==> src/hw/rtl/itl_pkg.sv <==
// Shared types and constants for the interpolated table lookup core.
// Depends on nothing; every other file of the block imports it.
package itl_pkg;

  localparam int IndexW = 6;
  localparam int ValueW = 16;
  localparam int CountW = 7;
  localparam int StatusW = 2;
  localparam int QuotW = 16;
  localparam int ApbDataW = 32;
  localparam int ApbAddrW = 3;

  localparam logic OP_WRITE = 1'b0;
  localparam logic OP_QUERY = 1'b1;

  localparam logic REG_ENTRIES_IN_USE = 1'b0;

  typedef enum logic [StatusW-1:0] {
    STATUS_IN_RANGE = 2'd0,
    STATUS_BELOW    = 2'd1,
    STATUS_ABOVE    = 2'd2
  } status_t;

endpackage

==> src/hw/rtl/itl_if.sv <==
// Valid/ready item channels of the interpolated table lookup core.
// Depends on itl_pkg for the fixed field widths.
interface itl_in_if #(
  parameter int POSITION_BITS = 16
);
  import itl_pkg::*;

  logic                     valid;
  logic                     ready;
  logic                     operation;
  logic [IndexW-1:0]        entry_index;
  logic [POSITION_BITS-1:0] entry_position;
  logic signed [ValueW-1:0] entry_value;
  logic [POSITION_BITS-1:0] query_position;

  modport source (
    output valid, operation, entry_index, entry_position, entry_value, query_position,
    input  ready
  );
  modport sink (
    input  valid, operation, entry_index, entry_position, entry_value, query_position,
    output ready
  );
endinterface

interface itl_out_if;
  import itl_pkg::*;

  logic                     valid;
  logic                     ready;
  logic signed [ValueW-1:0] result_value;
  logic [StatusW-1:0]       range_status;

  modport source (output valid, result_value, range_status, input ready);
  modport sink (input valid, result_value, range_status, output ready);
endinterface

==> src/hw/rtl/interpolated_table_lookup_core.sv <==
// Piecewise-linear lookup over a table of (position, value) pairs held in one synchronous
// memory. A write item stores one entry. A query item scans the table from entry 0,
// one entry per cycle through the memory's single read port, for the first position
// at or above the query; when it must interpolate between two entries, it then
// multiplies once and runs a 16-step radix-2 divider. One item is worked on at a
// time; a finished result waits in the output register.
// Depends on itl_pkg and the channels in itl_if.
module interpolated_table_lookup_core #(
  parameter int TABLE_DEPTH   = 64,
  parameter int POSITION_BITS = 16
) (
  input  logic                              clk,
  input  logic                              rst,
  itl_in_if.sink                            in_item,
  itl_out_if.source                         out_item,
  input  logic                              psel,
  input  logic                              penable,
  input  logic                              pwrite,
  input  logic [itl_pkg::ApbAddrW-1:0]      paddr,
  input  logic [itl_pkg::ApbDataW-1:0]      pwdata,
  output logic [itl_pkg::ApbDataW-1:0]      prdata,
  output logic                              pready
);
  import itl_pkg::*;

  localparam int AW    = $clog2(TABLE_DEPTH);
  localparam int PB    = POSITION_BITS;
  localparam int WordW = PB + ValueW;
  localparam int CntW  = $clog2(QuotW);

  typedef enum logic [4:0] {
    ST_IDLE   = 5'b00001,
    ST_SCAN   = 5'b00010,
    ST_MULT   = 5'b00100,
    ST_DIV    = 5'b01000,
    ST_FINISH = 5'b10000
  } state_t;

  state_t state, state_next;

  logic [CountW-1:0]  entries_in_use;
  logic [WordW-1:0]   table_mem [TABLE_DEPTH];
  logic [WordW-1:0]   rd_data;
  logic [AW-1:0]      issue_idx;
  logic [AW-1:0]      cmp_idx;
  logic               cmp_valid;
  logic [AW-1:0]      last_idx;
  logic [PB-1:0]      q;
  logic [PB-1:0]      prev_pos;
  logic [ValueW-1:0]  prev_val;
  logic [ValueW-1:0]  v0;
  logic [QuotW-1:0]   mag;
  logic               neg;
  logic [PB-1:0]      dq;
  logic [PB-1:0]      dp;
  logic [PB-1:0]      rem;
  logic [QuotW-1:0]   lo;
  logic [CntW-1:0]    div_cnt;
  logic [ValueW-1:0]  fin_value;
  status_t            fin_status;

  logic               in_acc;
  logic               cfg_wr;
  logic [PB-1:0]      rd_pos;
  logic [ValueW-1:0]  rd_val;
  logic               hit;
  logic               scan_end;
  logic               interp;
  logic [ValueW:0]    dv;
  logic [ValueW:0]    dv_abs;
  logic [PB:0]        trial;
  logic               ge;
  logic [PB-1:0]      rem_next;
  logic [QuotW-1:0]   lo_next;
  logic [ValueW:0]    quot_signed;
  logic [ValueW:0]    sum;
  logic [AW-1:0]      last_idx_next;

  assign pready = 1'b1;
  assign cfg_wr = psel && penable && pwrite && pready && (paddr[2] == REG_ENTRIES_IN_USE);
  assign prdata = (paddr[2] == REG_ENTRIES_IN_USE) ? ApbDataW'(entries_in_use) : '0;

  always_ff @(posedge clk) begin
    if (rst) begin
      entries_in_use <= CountW'(1);
    end else if (cfg_wr) begin
      entries_in_use <= pwdata[CountW-1:0];
    end
  end

  assign in_item.ready = (state == ST_IDLE);
  assign in_acc        = in_item.valid && in_item.ready;

  always_ff @(posedge clk) begin
    if (in_acc && (in_item.operation == OP_WRITE)
        && (32'(in_item.entry_index) < TABLE_DEPTH)) begin
      table_mem[AW'(in_item.entry_index)] <= {in_item.entry_position, in_item.entry_value};
    end
  end

  always_ff @(posedge clk) begin
    rd_data <= table_mem[issue_idx];
  end

  assign rd_pos   = rd_data[WordW-1:ValueW];
  assign rd_val   = rd_data[ValueW-1:0];
  assign hit      = cmp_valid && (q <= rd_pos);
  assign scan_end = cmp_valid && (cmp_idx == last_idx);
  assign interp   = hit && (cmp_idx != '0) && (q != rd_pos);

  assign dv     = {rd_val[ValueW-1], rd_val} - {prev_val[ValueW-1], prev_val};
  assign dv_abs = dv[ValueW] ? -dv : dv;

  always_comb begin
    if (entries_in_use == '0) begin
      last_idx_next = '0;
    end else if (32'(entries_in_use) > TABLE_DEPTH) begin
      last_idx_next = AW'(TABLE_DEPTH - 1);
    end else begin
      last_idx_next = AW'(entries_in_use - CountW'(1));
    end
  end

  assign trial       = {rem, lo[QuotW-1]};
  assign ge          = (trial >= {1'b0, dp});
  assign rem_next    = ge ? PB'(trial - {1'b0, dp}) : trial[PB-1:0];
  assign lo_next     = {lo[QuotW-2:0], ge};
  assign quot_signed = neg ? -{1'b0, lo_next} : {1'b0, lo_next};
  assign sum         = {v0[ValueW-1], v0} + quot_signed;

  always_comb begin
    state_next = state;
    unique case (state)
      ST_IDLE: begin
        if (in_acc && (in_item.operation == OP_QUERY)) begin
          state_next = ST_SCAN;
        end
      end
      ST_SCAN: begin
        if (interp) begin
          state_next = ST_MULT;
        end else if (hit || scan_end) begin
          state_next = ST_FINISH;
        end
      end
      ST_MULT: state_next = ST_DIV;
      ST_DIV: begin
        if (div_cnt == CntW'(QuotW - 1)) begin
          state_next = ST_FINISH;
        end
      end
      ST_FINISH: begin
        if (!out_item.valid || out_item.ready) begin
          state_next = ST_IDLE;
        end
      end
      default: state_next = ST_IDLE;
    endcase
  end

  always_ff @(posedge clk) begin
    if (rst) begin
      state          <= ST_IDLE;
      cmp_valid      <= 1'b0;
      issue_idx      <= '0;
      div_cnt        <= '0;
      out_item.valid <= 1'b0;
    end else begin
      state <= state_next;
      if (in_acc) begin
        issue_idx <= '0;
        cmp_valid <= 1'b0;
      end else if (state == ST_SCAN) begin
        issue_idx <= issue_idx + AW'(1);
        cmp_valid <= 1'b1;
      end
      if (state == ST_MULT) begin
        div_cnt <= '0;
      end else if (state == ST_DIV) begin
        div_cnt <= div_cnt + CntW'(1);
      end
      if (state == ST_FINISH && (!out_item.valid || out_item.ready)) begin
        out_item.valid <= 1'b1;
      end else if (out_item.ready) begin
        out_item.valid <= 1'b0;
      end
    end
  end

  always_ff @(posedge clk) begin
    if (in_acc) begin
      q        <= in_item.query_position;
      last_idx <= last_idx_next;
    end
    if (state == ST_SCAN) begin
      cmp_idx <= issue_idx;
      if (cmp_valid) begin
        prev_pos <= rd_pos;
        prev_val <= rd_val;
      end
      if (interp) begin
        v0  <= prev_val;
        neg <= dv[ValueW];
        mag <= dv_abs[QuotW-1:0];
        dq  <= q - prev_pos;
        dp  <= rd_pos - prev_pos;
      end else if (hit) begin
        fin_value  <= rd_val;
        fin_status <= ((cmp_idx == '0) && (q < rd_pos)) ? STATUS_BELOW : STATUS_IN_RANGE;
      end else if (scan_end) begin
        fin_value  <= rd_val;
        fin_status <= STATUS_ABOVE;
      end
    end
    if (state == ST_MULT) begin
      {rem, lo} <= (PB + QuotW)'(mag) * (PB + QuotW)'(dq);
    end
    if (state == ST_DIV) begin
      rem <= rem_next;
      lo  <= lo_next;
      if (div_cnt == CntW'(QuotW - 1)) begin
        fin_value  <= sum[ValueW-1:0];
        fin_status <= STATUS_IN_RANGE;
      end
    end
    if (state == ST_FINISH && (!out_item.valid || out_item.ready)) begin
      out_item.result_value <= fin_value;
      out_item.range_status <= fin_status;
    end
  end

  assert property (@(posedge clk) disable iff (rst)
    (state == ST_DIV) |-> (rem < dp))
    else $error("divider remainder reached the divisor");

  assert property (@(posedge clk) disable iff (rst)
    (state == ST_SCAN && cmp_valid) |-> (cmp_idx <= last_idx))
    else $error("table scan ran past the last entry in use");

  assert property (@(posedge clk) disable iff (rst)
    (in_acc && in_item.operation == OP_WRITE) |=> !$rose(out_item.valid))
    else $error("write item produced a result");

  assert property (@(posedge clk) disable iff (rst)
    $rose(out_item.valid) |-> $past(state == ST_FINISH))
    else $error("result presented without a finished lookup");

endmodule

==> src/flat_wrapper.sv <==
// flat-port wrapper written by rule: the top's interface ports become plain ports
module interpolated_table_lookup_core_flat import itl_pkg::*;
#(
  parameter int TABLE_DEPTH   = 64,
  parameter int POSITION_BITS = 16
)
  (clk, rst, psel, penable, pwrite, paddr, pwdata, prdata, pready, in_item_valid, in_item_operation, in_item_entry_index, in_item_entry_position, in_item_entry_value, in_item_query_position, in_item_ready, out_item_valid, out_item_result_value, out_item_range_status, out_item_ready);
  itl_in_if #(.POSITION_BITS(POSITION_BITS)) in_item_i ();
  itl_out_if out_item_i ();
  input  logic clk;
  input  logic rst;
  input  logic psel;
  input  logic penable;
  input  logic pwrite;
  input  logic [itl_pkg::ApbAddrW-1:0] paddr;
  input  logic [itl_pkg::ApbDataW-1:0] pwdata;
  output logic [itl_pkg::ApbDataW-1:0] prdata;
  output logic pready;
  input wire logic [$bits(in_item_i.valid)-1:0] in_item_valid;
  input wire logic [$bits(in_item_i.operation)-1:0] in_item_operation;
  input wire logic [$bits(in_item_i.entry_index)-1:0] in_item_entry_index;
  input wire logic [$bits(in_item_i.entry_position)-1:0] in_item_entry_position;
  input wire logic [$bits(in_item_i.entry_value)-1:0] in_item_entry_value;
  input wire logic [$bits(in_item_i.query_position)-1:0] in_item_query_position;
  output wire logic [$bits(in_item_i.ready)-1:0] in_item_ready;
  output wire logic [$bits(out_item_i.valid)-1:0] out_item_valid;
  output wire logic [$bits(out_item_i.result_value)-1:0] out_item_result_value;
  output wire logic [$bits(out_item_i.range_status)-1:0] out_item_range_status;
  input wire logic [$bits(out_item_i.ready)-1:0] out_item_ready;
  assign in_item_i.valid = in_item_valid;
  assign in_item_i.operation = in_item_operation;
  assign in_item_i.entry_index = in_item_entry_index;
  assign in_item_i.entry_position = in_item_entry_position;
  assign in_item_i.entry_value = in_item_entry_value;
  assign in_item_i.query_position = in_item_query_position;
  assign in_item_ready = in_item_i.ready;
  assign out_item_valid = out_item_i.valid;
  assign out_item_result_value = out_item_i.result_value;
  assign out_item_range_status = out_item_i.range_status;
  assign out_item_i.ready = out_item_ready;
  interpolated_table_lookup_core #(.TABLE_DEPTH(TABLE_DEPTH), .POSITION_BITS(POSITION_BITS)) u_core (.clk(clk), .rst(rst), .in_item(in_item_i), .out_item(out_item_i), .psel(psel), .penable(penable), .pwrite(pwrite), .paddr(paddr), .pwdata(pwdata), .prdata(prdata), .pready(pready));
endmodule
==> config.mk <==
export PLATFORM = sky130hd
export DESIGN_NAME = interpolated_table_lookup_core_flat
export DESIGN_NICKNAME = d
export VERILOG_FILES = /design/src/hw/rtl/itl_pkg.sv /design/src/hw/rtl/itl_if.sv /design/src/hw/rtl/interpolated_table_lookup_core.sv /design/src/flat_wrapper.sv
export SDC_FILE = /design/constraint.sdc
export NUM_CORES = 2
export LEC_CHECK = 0
export ABC_AREA = 0
export BUFFER_PORTS_ARGS = -buffer_cell sky130_fd_sc_hd__buf_2
export CORE_AREA = 3 3 474 476
export CTS_CLUSTER_SIZE = 10
export DETAILED_ROUTE_END_ITERATION = 16
export DIE_AREA = 0 0 477 479
export PLACE_DENSITY = 0.68
export SYNTH_ARGS = -nofsm -noshare
export SYNTH_HDL_FRONTEND = slang
export SYNTH_SLANG_ARGS = --single-unit
==> constraint.sdc <==
create_clock -name clk -period 7.19 [get_ports clk]
set_input_delay 1.438 -clock clk [delete_from_list [all_inputs] [get_ports clk]]
set_output_delay 1.438 -clock clk [all_outputs]
set_load 0.02 [all_outputs]
**After elaboration in Yosys (flattened, before gate mapping)**

Memories as Yosys holds them, arrays and structs flattened. A register that Yosys moved wholly into a read port is not among the register bits.
Index checks and enable logic that the tools add are counted.

- Multiplexer cells: 32
- Multiply operators: 1
- Equal/unequal tests: 12
- Divide/modulo/power cells: 0
- Add/sub/neg operators: 10
- Bitwise logic cells: 2
- Reductions and logical operators: 25
- Shift operators: 0
- Magnitude comparators: 4

Operators by type and width:

| cell | number |
|---|---|
| 16-bit 2-to-1 mux | 13 |
| 16-bit subtractor | 3 |
| 16-bit by 16-bit multiplier with 32-bit output | 1 |
| 16-bit negator | 2 |
| 5-bit 2-to-1 mux | 5 |
| 5-bit one-hot mux with 5 select lines | 1 |
| 17-bit by 16-bit greater-or-equal comparator with 1-bit output | 1 |
| 16-bit by 16-bit subtractor with 17-bit output | 1 |
| 16-bit adder | 1 |
| 16-bit less-or-equal comparator | 1 |
| 16-bit < comparator | 1 |
| 16-bit inequality test | 1 |
| 1-bit logical AND | 12 |
| 2-bit 2-to-1 mux | 6 |
| 7-bit greater-than comparator, second input constant | 1 |
| 7-bit zero test | 1 |
| 7-bit 2-to-1 mux | 1 |
| 6-bit by 1-bit adder with 6-bit output, second input constant | 1 |
| 6-bit equality test | 1 |
| 6-bit zero test | 1 |
| 6-bit 2-to-1 mux | 1 |
| 2-bit inequality test, second input constant | 3 |
| 6-bit nonzero test | 1 |
| 6-bit by 1-bit subtractor with 6-bit output, second input constant | 1 |
| 16 further kinds | 25 |

- ROM bits: 0
- Register bits after elaboration: 217
- Memories kept: 1
- Memory bits (writable): 2,048
- Bits in latches: 0
- Output and inout port bits: 53

Memories:

| memory | depth | width | rd ports | clocked after Yosys merged registers in | write ports | RTL line | source |
|---|---|---|---|---|---|---|---|
| u_core.table_mem | 64 | 32 | 1 | 1 | 1 | interpolated_table_lookup_core.sv:42 | `logic [WordW-1:0] table_mem [TABLE_DEPTH];` |

**Depth between registers and ports, before layout**

- Word-level depth: 8
- Gate-level depth with buffers: 25

**Least setup slack after synthesis**

OpenSTA, ideal clock, no wires.

- Path type: register -> register
- Start point: register u_core.dq[7]
- End point: register u_core.rem[12] (data pin)
- Setup time: 268 ps
- Setup slack: 1,113 ps
- Data arrival time: 5,809 ps
- Cell stages (with the launch flop): 22
- Cells stage by stage: edfxtp_1 > clkbuf_1 > nand2_1 > fa_1 > fa_1 > inv_1 > fa_1 > fa_1 > fa_1 > inv_1 > fa_1 > inv_1 > ha_1 > a21o_1 > a21o_1 > a221oi_1 > a31oi_1 > a221oi_1 > o21bai_1 > a21oi_1 > xor2_1 > o21ai_0

- Longest elaborated chain between the ends: 3

Ends and longest elaborated chain:

| element | RTL line | source |
|---|---|---|
| start, declared | interpolated_table_lookup_core.sv:54 | `logic [PB-1:0] dq;` |
| start signal, assigned | interpolated_table_lookup_core.sv:205 | `dq <= q - prev_pos;` |
| 16-bit by 16-bit multiplier with 32-bit output | interpolated_table_lookup_core.sv:216 | `{rem, lo} <= (PB + QuotW)'(mag) * (PB + QuotW)'(dq);` |
| 16-bit 2-to-1 mux | interpolated_table_lookup_core.sv:215 | `if (state == ST_MULT) begin` |
| 16-bit 2-to-1 mux | interpolated_table_lookup_core.sv:218 | `if (state == ST_DIV) begin` |
| end signal, assigned | interpolated_table_lookup_core.sv:216 |  |
| end signal, assigned | interpolated_table_lookup_core.sv:219 | `rem <= rem_next;` |
| end, declared | interpolated_table_lookup_core.sv:56 | `logic [PB-1:0] rem;` |

No other way between the ends. The select of a mux whose other input is x is not followed.
A chain may end at the register's enable or synchronous reset.

**Worst setup path after layout**

- Start point: register u_core.mag[12]
- End point: register u_core.rem[12] (data pin)

- Longest elaborated chain between the ends: 3

Ends and longest elaborated chain:

| element | RTL line | source |
|---|---|---|
| start, declared | interpolated_table_lookup_core.sv:52 | `logic [QuotW-1:0] mag;` |
| start signal, assigned | interpolated_table_lookup_core.sv:204 | `mag <= dv_abs[QuotW-1:0];` |
| 16-bit by 16-bit multiplier with 32-bit output | interpolated_table_lookup_core.sv:216 |  |
| 16-bit 2-to-1 mux | interpolated_table_lookup_core.sv:215 |  |
| 16-bit 2-to-1 mux | interpolated_table_lookup_core.sv:218 |  |

No other way between the ends. The select of a mux whose other input is x is not followed.

==> flow_summary.toml <==
[layout]
top_register = "u_core.table_mem"
utilization_pct = 50.4
nNetsFinal = 5943
syn_to_final_growth_pct = 12.5
largest_reg_flops = 2048
finalNonFillerCells = 8488
multi_input_area_um2 = 29300
seqCellArea_um2 = 68300
reg_top3 = "u_core.table_mem (2048), u_core.rd_data (32)"
drive_gt1_share_pct = 23.2
num-fill-cells = 17500

[sta]
worst_pin_slew_ns = 1.20
period_minus_slack_ns = 6.70
drv_slew = 0
fin_setup_tns_ns = 0
finClkSkew_ns = 0.0955
slew_headroom_pct = 19.8
rsz0062_at_grt = "false"
hold_viol_final = 0
fmax_mhz = 149
finalSetupViolCount = 0
fin_crit_sh_pct = 93.2

[run]
maxCapViolations = 0

[global_routing]
grt_pass1_vias = 51000
grt-ovfl-total = 0
grt_pass1_wl_um = 345000
antenna_found_initial = 22
grt_use_total_pct = 20.4
grt_max_degree = 137

[logic_synthesis]
ys_seq_area_share_pct = 68.8
syn_avg_cell_area_um2 = 19.2
synthCells = 5161
synth_largest_area_cell = "edfxtp_1"
ys_types = 69
yosysTopAreaCellShare_pct = 67.3
synth_edf_count = 2223
synthTopCellsByCount = "edfxtp_1, mux4_2, inv_1"
yosys.cell_count.top_type = "edfxtp_1"
synth_area_leaders = "edfxtp_1, mux4_2, fa_1, ha_1, dfxtp_1"
synth_seq_cells = 2297
ys_warn_count = 0
async_flop_share_pct = 0
synthesis.area_um2 = 99200
synthFlopType = "edfxtp_1"

[floorplan]
ios = 150
die-width_um = 477
dieArea_um2 = 228000
std_cell_rows = 173
fp.coreArea_um2 = 221000
initial_core_util_pct = 44.8
die_h_um = 479

[worst_setup_path]
cp-startpoint = "u_core.mag[12]"
crit_path_max_incr_delay_ns = 0.74
setup.reg_to_reg.worst_slack_ns = 0.49
crit_slowest_cell = "edfxtp_1"
r2r-start = "u_core.mag[12]"
crit_path_frequent_cell = "fa_1"
cp_max_fo = 16
worstSetupPathType = "reg -> reg"
crit_family = "adder cells"
crit_chain = "nand2_1, fa_1, fa_1, inv_1, fa_1, fa_1, fa_1, inv_1, fa_1, inv_1, ha_1, a21o_1, a21o_1, a221oi_1, a31oi_1, buf_4, a221oi_1, o21bai_1, a21oi_1, xor2_1, o21ai_0"
cp.required_ns = 7.78
crit_arrival_ns = 7.29
startpoint_type = "flip-flop"
endpoint_kind = "flip-flop"
path_buf_inv = 4

[clocking]
numCtsBuffers = 284
path_clk_slew_ns = 0.05
ctsHoldBuffers = 0
cts_sinks = 2297
cts.path.max_buffers = 4
cts_root_buf = "clkbuf_16"
h-tree-depth = 5
clock_latency_ns = 0.91
cts_tree = "done"
post_cts_resized = 0
cts_setup_buffers = 0

[run_status]
status = "completed"

[min_path]
hold_start = "u_core.fin_value[14]"
hold_class = "reg -> reg"

[place]
port_buffers = 96
place.gp.congestion = 0.827
hpwl_um = 138000
dp_cells = 8134

[route]
remaining_drc_errors = 0
vias = 49100
wl_per_cell_um = 27.3
firstDrtPassIters = 8
ant_nets = 0
first_iter_violations = 4981
vias_per_cell = 5.79
routed_wl_um = 232000

[power_and_ir_drop]
irDropWorstVdd_mv = 0.242
p_per_area_nw_per_um2 = 260
p_total_mw = 29.0
p_leak_nw = 36.4
==> per-stage QoR <==
stage	setup WS, ns	area [um^2]	hold WS (ns)
after floorplan	1.11	99300	0.402
after global placement	0.454	104000	0.414
after detailed placement	0.516	104000	0.414
after CTS	0.502	112000	0.416
after global routing	0.114	112000	0.442
final	0.488	112000	0.418
==> path summary, 6_finish.rpt <==
check / to / cells after the start
worst max-delay path: u_core.rem[12] / 21
worst min-delay path: u_core.out_item.result_value[14] / 0
worst max register to register: u_core.rem[12] / 21
worst min register to register: u_core.out_item.result_value[14] / 0
==> routing by layer <==
layer  GRT usage (%)  wire (um)  part of all wire [%]
met2            33.2     114000                    49
met5               0         41                 0.018
met4            4.91       4870                   2.1
met3            4.44      18200                   7.9
met1            28.2      94500                    41
==> area by class of cell <==
cell class,instances,area share (%)
inverters,321,1.08
clock buffers,327,6.58
clock inverters,20,0.170
multi-input cells,2327,26.3
well taps,2975,3.34
diodes,7,0.0157
repair buffers,214,1.35
flip-flops and latches,2297,61.2
==> layout by cell type (no fill, tap or decap), types with 6 or more instances in the layout <==
master,n
edfxtp_1,2223
mux4_2,672
inv_1,321
clkbuf_16,287
nand2_1,256
ha_1,202
fa_1,199
nor2_1,127
and2_1,122
buf_4,107
buf_2,96
xnor2_1,90
o21ai_0,80
a21oi_1,78
dfxtp_1,68
nor2_4,65
xor2_1,39
clkbuf_1,39
nor3_1,37
a21o_1,31
nor2b_1,27
nand3_1,26
conb_1,26
mux2i_1,23
o21a_1,20
a211oi_1,19
or3_1,18
a31oi_1,16
and3_1,15
nand4_1,14
o31ai_1,12
buf_12,11
nand2b_1,9
o21bai_1,9
a211o_1,8
inv_6,8
diode_2,7
o211ai_1,7
o41ai_1,6
nor4_1,6
==> report_power, final <==
group / internal (mW) / switching [mW] / leakage [nW]
combinational: 0.825 / 1.10 / 12.1
sequential: 14.9 / 0.111 / 20.6
clock: 7.15 / 4.96 / 3.68
total: 22.8 / 6.18 / 36.4
==> logic make-up (layout without fill, tap and decap cells) <==
group	Yosys count	count (layout)	share of synthesized area, %
AO/OA/AOI/OAI	320	320	2.11
XOR/XNOR	130	130	1.16
adder cells (fa/ha/maj)	402	402	6.58
buffers and inverters	561	882	2.23
flip-flops	2297	2297	68.8
multiplexers	699	699	15.5
other	2	33	0.00757
AND/OR/NAND/NOR	750	750	3.58
No activity file was read; power rests on OpenSTA's default activity.
